[src/rtl/core/assert_macros.svh]
// Assertion macros used by the decoder RTL.
`ifndef ASSERT_MACROS_SVH
`define ASSERT_MACROS_SVH

// Property checked at every rising clock edge, off during reset.
`define ASSERT_ALWAYS(label, clk, rst_n, prop, msg) \
    label: assert property (@(posedge clk) disable iff (!(rst_n)) (prop)) else $error(msg);

// Antecedent in this cycle implies consequent in the next cycle.
`define ASSERT_NEXT(label, clk, rst_n, ante, cons, msg) \
    label: assert property (@(posedge clk) disable iff (!(rst_n)) (ante) |=> (cons)) \
        else $error(msg);

`endif

[src/rtl/core/vfd_pkg.sv]
// Types, format codes and tables for the varint / fixed24 decoder.
`timescale 1ns / 1ps

package vfd_pkg;

    // Format codes, as carried on the input and result tuser
    localparam logic [2:0] FMT_U30 = 3'd0;
    localparam logic [2:0] FMT_U32 = 3'd1;
    localparam logic [2:0] FMT_S32 = 3'd2;
    localparam logic [2:0] FMT_U24 = 3'd3;
    localparam logic [2:0] FMT_S24 = 3'd4;

    // Decoder state between words
    typedef struct packed {
        logic [31:0] acc;
        logic [2:0]  idx;
        logic [2:0]  fmt;
    } vfd_state_t;

    // One completed value
    typedef struct packed {
        logic [31:0] value_bits;
        logic [2:0]  format;
        logic [2:0]  bytes_used;
    } vfd_res_t;

    // Outcome of one input word
    typedef struct packed {
        logic       update;   // word belongs to a value (format known)
        logic       done;     // value completes on this word
        vfd_state_t next;
        vfd_res_t   res;
    } vfd_step_t;

    // Sign fill for a signed varint ending on byte index idx (0..3)
    function automatic logic [31:0] sext_mask(input logic [2:0] idx);
        logic [31:0] m;
        unique case (idx)
            3'd0:    m = 32'hFFFF_FF80;
            3'd1:    m = 32'hFFFF_C000;
            3'd2:    m = 32'hFFE0_0000;
            3'd3:    m = 32'hF000_0000;
            default: m = 32'h0000_0000;
        endcase
        return m;
    endfunction

endpackage

[src/rtl/core/vfd_step.sv]
// Combinational decode of one stream byte against the current state.
`timescale 1ns / 1ps

module vfd_step import vfd_pkg::*; #(
    parameter int MAX_VARINT_BYTES = 5
) (
    input  logic [7:0] data_byte,
    input  logic [2:0] operation,
    input  vfd_state_t state,
    output vfd_step_t  step
);

    localparam logic [2:0] LAST_IDX = 3'(MAX_VARINT_BYTES - 1);

    logic        first;
    logic [2:0]  fmt;
    logic [31:0] acc_base;
    logic        fixed;
    logic [31:0] fixed_sh;
    logic [31:0] var_sh;
    logic [31:0] acc_or;
    logic [31:0] value;
    logic        done;

    assign first    = (state.idx == 3'd0);
    assign fmt      = first ? operation : state.fmt;
    assign acc_base = first ? 32'd0 : state.acc;
    assign fixed    = (fmt == FMT_U24) || (fmt == FMT_S24);

    // place the byte at its lane
    always_comb begin
        unique case (state.idx)
            3'd0:    fixed_sh = {24'd0, data_byte};
            3'd1:    fixed_sh = {16'd0, data_byte, 8'd0};
            default: fixed_sh = {8'd0, data_byte, 16'd0};
        endcase
        unique case (state.idx)
            3'd0:    var_sh = {25'd0, data_byte[6:0]};
            3'd1:    var_sh = {18'd0, data_byte[6:0], 7'd0};
            3'd2:    var_sh = {11'd0, data_byte[6:0], 14'd0};
            3'd3:    var_sh = {4'd0, data_byte[6:0], 21'd0};
            default: var_sh = {data_byte[3:0], 28'd0};
        endcase
    end

    assign acc_or = acc_base | (fixed ? fixed_sh : var_sh);

    // completion and sign handling
    always_comb begin
        value = acc_or;
        done  = 1'b0;
        if (fixed) begin
            done = (state.idx >= 3'd2);
            if (fmt == FMT_S24 && acc_or[23]) begin
                value[31:24] = 8'hFF;
            end
        end else if (!data_byte[7]) begin
            done = 1'b1;
            if (fmt == FMT_S32 && data_byte[6] && state.idx < 3'd4) begin
                value = acc_or | sext_mask(state.idx);
            end
        end else begin
            done = (state.idx >= LAST_IDX);
        end
        if (fmt == FMT_U30) begin
            value[31:30] = 2'b00;
        end
    end

    // unknown format on a first byte drops the word
    assign step.update         = !(first && operation > FMT_S24);
    assign step.done           = step.update && done;
    assign step.next.acc       = done ? 32'd0 : acc_or;
    assign step.next.idx       = done ? 3'd0 : state.idx + 3'd1;
    assign step.next.fmt       = fmt;
    assign step.res.value_bits = value;
    assign step.res.format     = fmt;
    assign step.res.bytes_used = state.idx + 3'd1;

endmodule

[src/rtl/core/vfd_out_reg.sv]
// Result register on the master side; frees itself as the word is taken.
`timescale 1ns / 1ps

module vfd_out_reg import vfd_pkg::*; (
    input  logic     aclk,
    input  logic     aresetn,
    input  logic     load,
    input  vfd_res_t res_in,
    output logic     space,
    output logic     m_tvalid,
    input  logic     m_tready,
    output vfd_res_t res_out
);

    logic     valid_reg;
    logic     valid_next;
    vfd_res_t res_reg;

    assign space      = !valid_reg || m_tready;
    assign valid_next = load || (valid_reg && !m_tready);

    // handshake state
    always_ff @(posedge aclk) begin
        if (!aresetn) begin
            valid_reg <= 1'b0;
        end else begin
            valid_reg <= valid_next;
        end
    end

    // payload
    always_ff @(posedge aclk) begin
        if (load) begin
            res_reg <= res_in;
        end
    end

    assign m_tvalid = valid_reg;
    assign res_out  = res_reg;

endmodule

[src/rtl/core/varint_and_fixed24_decoder.sv]
// A value's result is registered and shown in the cycle after its last byte is accepted.
// One byte is taken per cycle while s_tready is high; the decode of a byte is one combinational pass
// from the state registers into the state and result registers.
// s_tready drops only while a result waits and m_tready is low.
// Reset (aresetn low, synchronous) clears the byte count, format and result valid.
`timescale 1ns / 1ps
`include "assert_macros.svh"

module varint_and_fixed24_decoder import vfd_pkg::*; #(
    parameter int MAX_VARINT_BYTES = 5
) (
    input  logic        aclk,
    input  logic        aresetn,
    input  logic        s_tvalid,
    output logic        s_tready,
    input  logic [7:0]  s_tdata,   // [7:0] data_byte
    input  logic [2:0]  s_tuser,   // [2:0] operation
    output logic        m_tvalid,
    input  logic        m_tready,
    output logic [39:0] m_tdata,   // [31:0] value_bits, [34:32] bytes_used, rest zero
    output logic [2:0]  m_tuser    // [2:0] format
);

    localparam logic [2:0] LAST_IDX  = 3'(MAX_VARINT_BYTES - 1);
    localparam logic [2:0] MAX_BYTES = 3'(MAX_VARINT_BYTES);

    vfd_state_t state_reg;
    vfd_state_t state_next;
    vfd_step_t  step;
    vfd_res_t   res_q;
    logic       space;
    logic       accept;
    logic       load;
    logic       state_fixed;
    logic       res_fixed;
    logic       res_len_ok;

    assign s_tready = space;
    assign accept   = s_tvalid && space;
    assign load     = accept && step.done;

    vfd_step #(
        .MAX_VARINT_BYTES(MAX_VARINT_BYTES)
    ) u_step (
        .data_byte(s_tdata),
        .operation(s_tuser),
        .state    (state_reg),
        .step     (step)
    );

    // decoder state
    assign state_next = (accept && step.update) ? step.next : state_reg;

    always_ff @(posedge aclk) begin
        if (!aresetn) begin
            state_reg <= '0;
        end else begin
            state_reg <= state_next;
        end
    end

    vfd_out_reg u_out (
        .aclk    (aclk),
        .aresetn (aresetn),
        .load    (load),
        .res_in  (step.res),
        .space   (space),
        .m_tvalid(m_tvalid),
        .m_tready(m_tready),
        .res_out (res_q)
    );

    assign m_tdata = {5'd0, res_q.bytes_used, res_q.value_bits};
    assign m_tuser = res_q.format;

    // checks
    assign state_fixed = (state_reg.fmt == FMT_U24) || (state_reg.fmt == FMT_S24);
    assign res_fixed   = (res_q.format == FMT_U24) || (res_q.format == FMT_S24);
    assign res_len_ok  = (res_q.bytes_used != 3'd0) && (res_q.bytes_used <= MAX_BYTES);

    `ASSERT_ALWAYS(a_fixed_idx, aclk, aresetn, !(state_fixed && state_reg.idx > 3'd2), "fixed index past 2")
    `ASSERT_ALWAYS(a_var_idx, aclk, aresetn, state_fixed || state_reg.idx <= LAST_IDX, "varint index past limit")
    `ASSERT_NEXT(a_done_clears, aclk, aresetn, load, state_reg.idx == 3'd0 && m_tvalid, "no clear after done")
    `ASSERT_ALWAYS(a_fixed_len, aclk, aresetn, !(m_tvalid && res_fixed && res_q.bytes_used != 3'd3), "fixed length not 3")
    `ASSERT_ALWAYS(a_len_range, aclk, aresetn, !m_tvalid || res_fixed || res_len_ok, "bytes_used out of range")

endmodule

[config.mk]
export PLATFORM = sky130hd
export DESIGN_NAME = varint_and_fixed24_decoder
export DESIGN_NICKNAME = d
export VERILOG_FILES = /design/src/rtl/core/vfd_pkg.sv /design/src/rtl/core/vfd_step.sv /design/src/rtl/core/vfd_out_reg.sv /design/src/rtl/core/varint_and_fixed24_decoder.sv
export VERILOG_INCLUDE_DIRS = /design/src /design/src/rtl/core
export SDC_FILE = /design/constraint.sdc
export NUM_CORES = 1
export LEC_CHECK = 0
export ABC_AREA = 1
export BUFFER_PORTS_ARGS = -buffer_cell sky130_fd_sc_hd__buf_4
export CORE_ASPECT_RATIO = 1.4
export CORE_UTILIZATION = 35
export CTS_CLUSTER_DIAMETER = 200
export DETAILED_ROUTE_END_ITERATION = 10
export PLACE_DENSITY = 0.51
export SETUP_SLACK_MARGIN = 0.4
export SYNTH_ARGS = -nofsm -noshare
export SYNTH_HDL_FRONTEND = slang
export SYNTH_HIERARCHICAL = 1
export SYNTH_SLANG_ARGS = --single-unit
export TNS_END_PERCENT = 1
[constraint.sdc]
create_clock -name aclk -period 10.3 [get_ports aclk]
set_clock_uncertainty 0.05 [all_clocks]
set_input_delay 0.515 -clock aclk [delete_from_list [all_inputs] [get_ports aclk]]
set_output_delay 0.515 -clock aclk [all_outputs]
set_load 0.01 [all_outputs]
==> impl_metrics.py <==
metrics = {
    "critical_path": {
        "cp_slowest_cell": "and3_2",
        "crit_path_start_kind": "flip-flop",
        "cpLargestDelayFamily": "simple AND/OR/NAND/NOR gates",
        "max_stage_delay_ns": 0.81,
        "cp.arrival_ns": 3.76,
        "crit_fanout": 39,
        "path_cells": "inv_1, ha_1, nand2_4, nand2_1, nand2_1, nand2_1, nand2_1, nand2_4, o21ai_4, inv_4, a21oi_2, and3_2",
        "cp.buffers_inverters": 2,
        "end_kind": "flip-flop",
        "crit_top_cell": "nand2_1",
        "required_ns": 10.21,
        "critPathKind": "reg -> reg",
    },
    "status": {
        "violations": "DRC",
        "outcome": "complete, but fails checks",
    },
    "cts": {
        "post_cts_buffers": 0,
        "ctsHoldBuffers": 0,
        "tritoncts": "built",
        "cts_buffers": 9,
        "clkLatencyLatePin_ns": 0.33,
        "path_clk_slew_ns": 0.06,
        "clock_path_buffers": 2,
        "htreeDepth": 3,
        "clock-sinks": 77,
        "cts_root_buf": "clkbuf_16",
        "post_cts_resized": 0,
    },
    "run": {
        "maxCapViolCount": 0,
    },
    "layout": {
        "n_fill_cell": 1218,
        "postLayoutCellArea_sq_um": 4930,
        "antenna_cells": 0,
        "seqCellArea_sq_um": 1920,
        "layout-drive-gt1-share_pct": 15.8,
        "multiInputGateArea_sq_um": 1750,
        "area_growth_pct": 17.3,
        "nets": 643,
    },
    "timing": {
        "period_needed_ns": 3.85,
        "worstMarginPinSlew_ns": 0.920,
        "finalHoldViolCount": 0,
        "finalSetupViolations": 0,
        "fmax_ghz": 0.259,
        "period_share_pct": 37.4,
        "grt_setup_unrepaired": "no",
        "tns_ns": 0,
        "report.final.slew_viol_count": 0,
        "relSlewSlack_pct": 38.7,
    },
    "power_and_ir_drop": {
        "vdd_drop_max_mv": 0.0779,
        "power_frac_seq_pct": 38.2,
        "p_int_w": 0.000703,
        "p_per_area_nw_per_um2": 215,
        "combPwrFrac_pct": 30.4,
        "p_sw_w": 0.000353,
        "clockPowerShare_pct": 31.3,
        "power_leakage_nw": 2.53,
        "p_sw_share_pct": 33.4,
    },
    "min_path": {
        "hold_class": "in -> reg",
    },
    "placed_design": {
        "io_buffer_count": 54,
        "dp_hpwl_microns": 7090,
        "dpl-instance-area_sq_um": 4620,
        "place_congestion": 0.815,
    },
    "drt": {
        "vias": 3591,
        "totalWireLength_microns": 10400,
        "drtAntennaViolNets": 0,
        "drcViolationCount": 2,
        "drtIter0Drc": 206,
        "viasPerCell": 4.63,
        "wl_per_cell_microns": 13.4,
        "first_pass_iters": 7,
    },
    "grt": {
        "grt.total_usage_pct": 17.7,
        "grt_pass1_vias": 3351,
        "grt_max_degree": 51,
        "grt_pass1_wl_microns": 16500,
        "antenna_found_initial": 0,
        "grt.overflow.total": 0,
    },
    "die": {
        "io_pins": 60,
        "start_util_pct": 35.7,
        "core_sq_um": 11800,
        "die_height_microns": 132,
        "fp.dieW_microns": 94.6,
        "num_rows": 47,
        "fp.dieArea_sq_um": 12400,
    },
    "synthesis": {
        "ys_types": 28,
        "synth.avg_cell_area_sq_um": 7.22,
        "ys_ff_latch": 77,
        "yosys.area.top_type": "edfxtp_1",
        "synth_cells": 582,
        "synth_area_leaders": "edfxtp_1 (27%), dfxtp_1 (19%), nand2_1 (14%)",
        "synth_top_area_share_pct": 27.2,
        "yosys_warnings": 6,
        "yosysSeqAreaShare_pct": 45.8,
        "netlist_area_sq_um": 4200,
    },
}
==> logic make-up (layout without fill, tap and decap cells) <==
logic type                 Yosys count  count (layout)  share of synthesized area, %
buffers and inverters              122             164                          13.2
AOI/OAI and AO/OA                   20              20                          2.92
other                                1               5                        0.0893
DFF                                 77              77                          45.8
and+or+nand+nor                    357             357                          36.6
adders and majority gates            5               5                          1.49
==> cell usage in the layout, fill, tap and decap left out, types with 3 or more instances in the layout <==
| cell | n |
|---|---|
| ha_1 | 5 |
| nor2_1 | 100 |
| or2_2 | 6 |
| nand3_1 | 54 |
| dfxtp_1 | 39 |
| o21ai_0 | 12 |
| clkinv_2 | 3 |
| a21oi_1 | 4 |
| clkbuf_16 | 9 |
| nand2_1 | 160 |
| edfxtp_1 | 38 |
| buf_4 | 55 |
| nand4_1 | 18 |
| inv_1 | 90 |
| nand2_2 | 9 |
| conb_1 | 5 |
==> Yosys cell counts <==
library cell / instances
nand2_2: 9
buf_6: 4
inv_2: 1
o21ai_4: 1
ha_1: 5
conb_1: 1
and3_1: 1
buf_2: 7
nand3_2: 1
a21oi_1: 4
edfxtp_1: 38
nand3b_1: 2
inv_4: 2
o21ai_2: 1
nor2_1: 100
clkbuf_1: 4
a21oi_2: 2
nand2_1: 160
nand4_1: 18
dfxtp_1: 39
o21ai_0: 12
buf_4: 14
nor2_2: 2
nand3_1: 55
inv_1: 90
nand2_4: 2
nor2_4: 1
or2_2: 6
==> final timing paths <==
| path | startpoint | to | slack [ns] | cells past startpoint |
|---|---|---|---|---|
| setup / recovery | state_reg[3] | u_out/res_out[28] | 6.45 | 12 |
| hold / removal | m_tready | u_out/m_tvalid | 0.44 | 4 |
| setup reg to reg | state_reg[3] | u_out/res_out[28] | 6.45 | 12 |
| hold reg to reg | state_reg[7] | state_reg[7] | 0.46 | 4 |
==> area by class of cell <==
type                       count  share of cell area (%)
multi-input combinational    387                    35.4
inverter                      93                    7.19
timing repair buffer          55                    8.38
tap                          147                    3.73
clock inverter                 5                    1.52
clock buffer                  11                    4.72
sequential                    77                    39.0
==> power by group through the flow <==
stage	clock network, W	logic [W]	registers, W
6_report	0.000331	0.000322	0.000404
5_1_grt	0.000352	0.000364	0.000409
4_1_cts	0.000342	0.000325	0.000405
3_5_place_dp	0	0.000324	0.000411
3_3_place_gp	0	0.000319	0.000410
2_1_floorplan	0	0.000231	0.000419
==> routing by layer <==
layer / global-route usage (%) / wire length [microns]
met5: 0 / 0
met3: 3.59 / 397
met2: 30.4 / 5420
met4: 6.57 / 91
met1: 21.4 / 4510
==> worst reg2reg max path, stage by stage, from the launching register on <==
cell and delay (ns):
dfxtp_1 0.40, inv_1 0.10, ha_1 0.32, nand2_4 0.37, nand2_1 0.10, nand2_1 0.15, nand2_1 0.07, nand2_1 0.11
nand2_4 0.11, o21ai_4 0.50, inv_4 0.21, a21oi_2 0.16, and3_2 0.81
==> per-stage QoR <==
step           hold slack [ns]  total power (W)  worst slack, ns  utilization (%)  std cells
6_report                 0.435          0.00106             6.45             41.9        775
4_1_cts                  0.426          0.00107             6.40             41.9        775
5_1_grt                  0.464          0.00112             6.10             41.9        775
3_5_place_dp             0.451         0.000735             6.41             39.3        759
2_1_floorplan            0.434         0.000650             7.00                -        586
3_3_place_gp             0.444         0.000730             6.54             39.3        759
No activity file was read; power rests on OpenSTA's default activity.
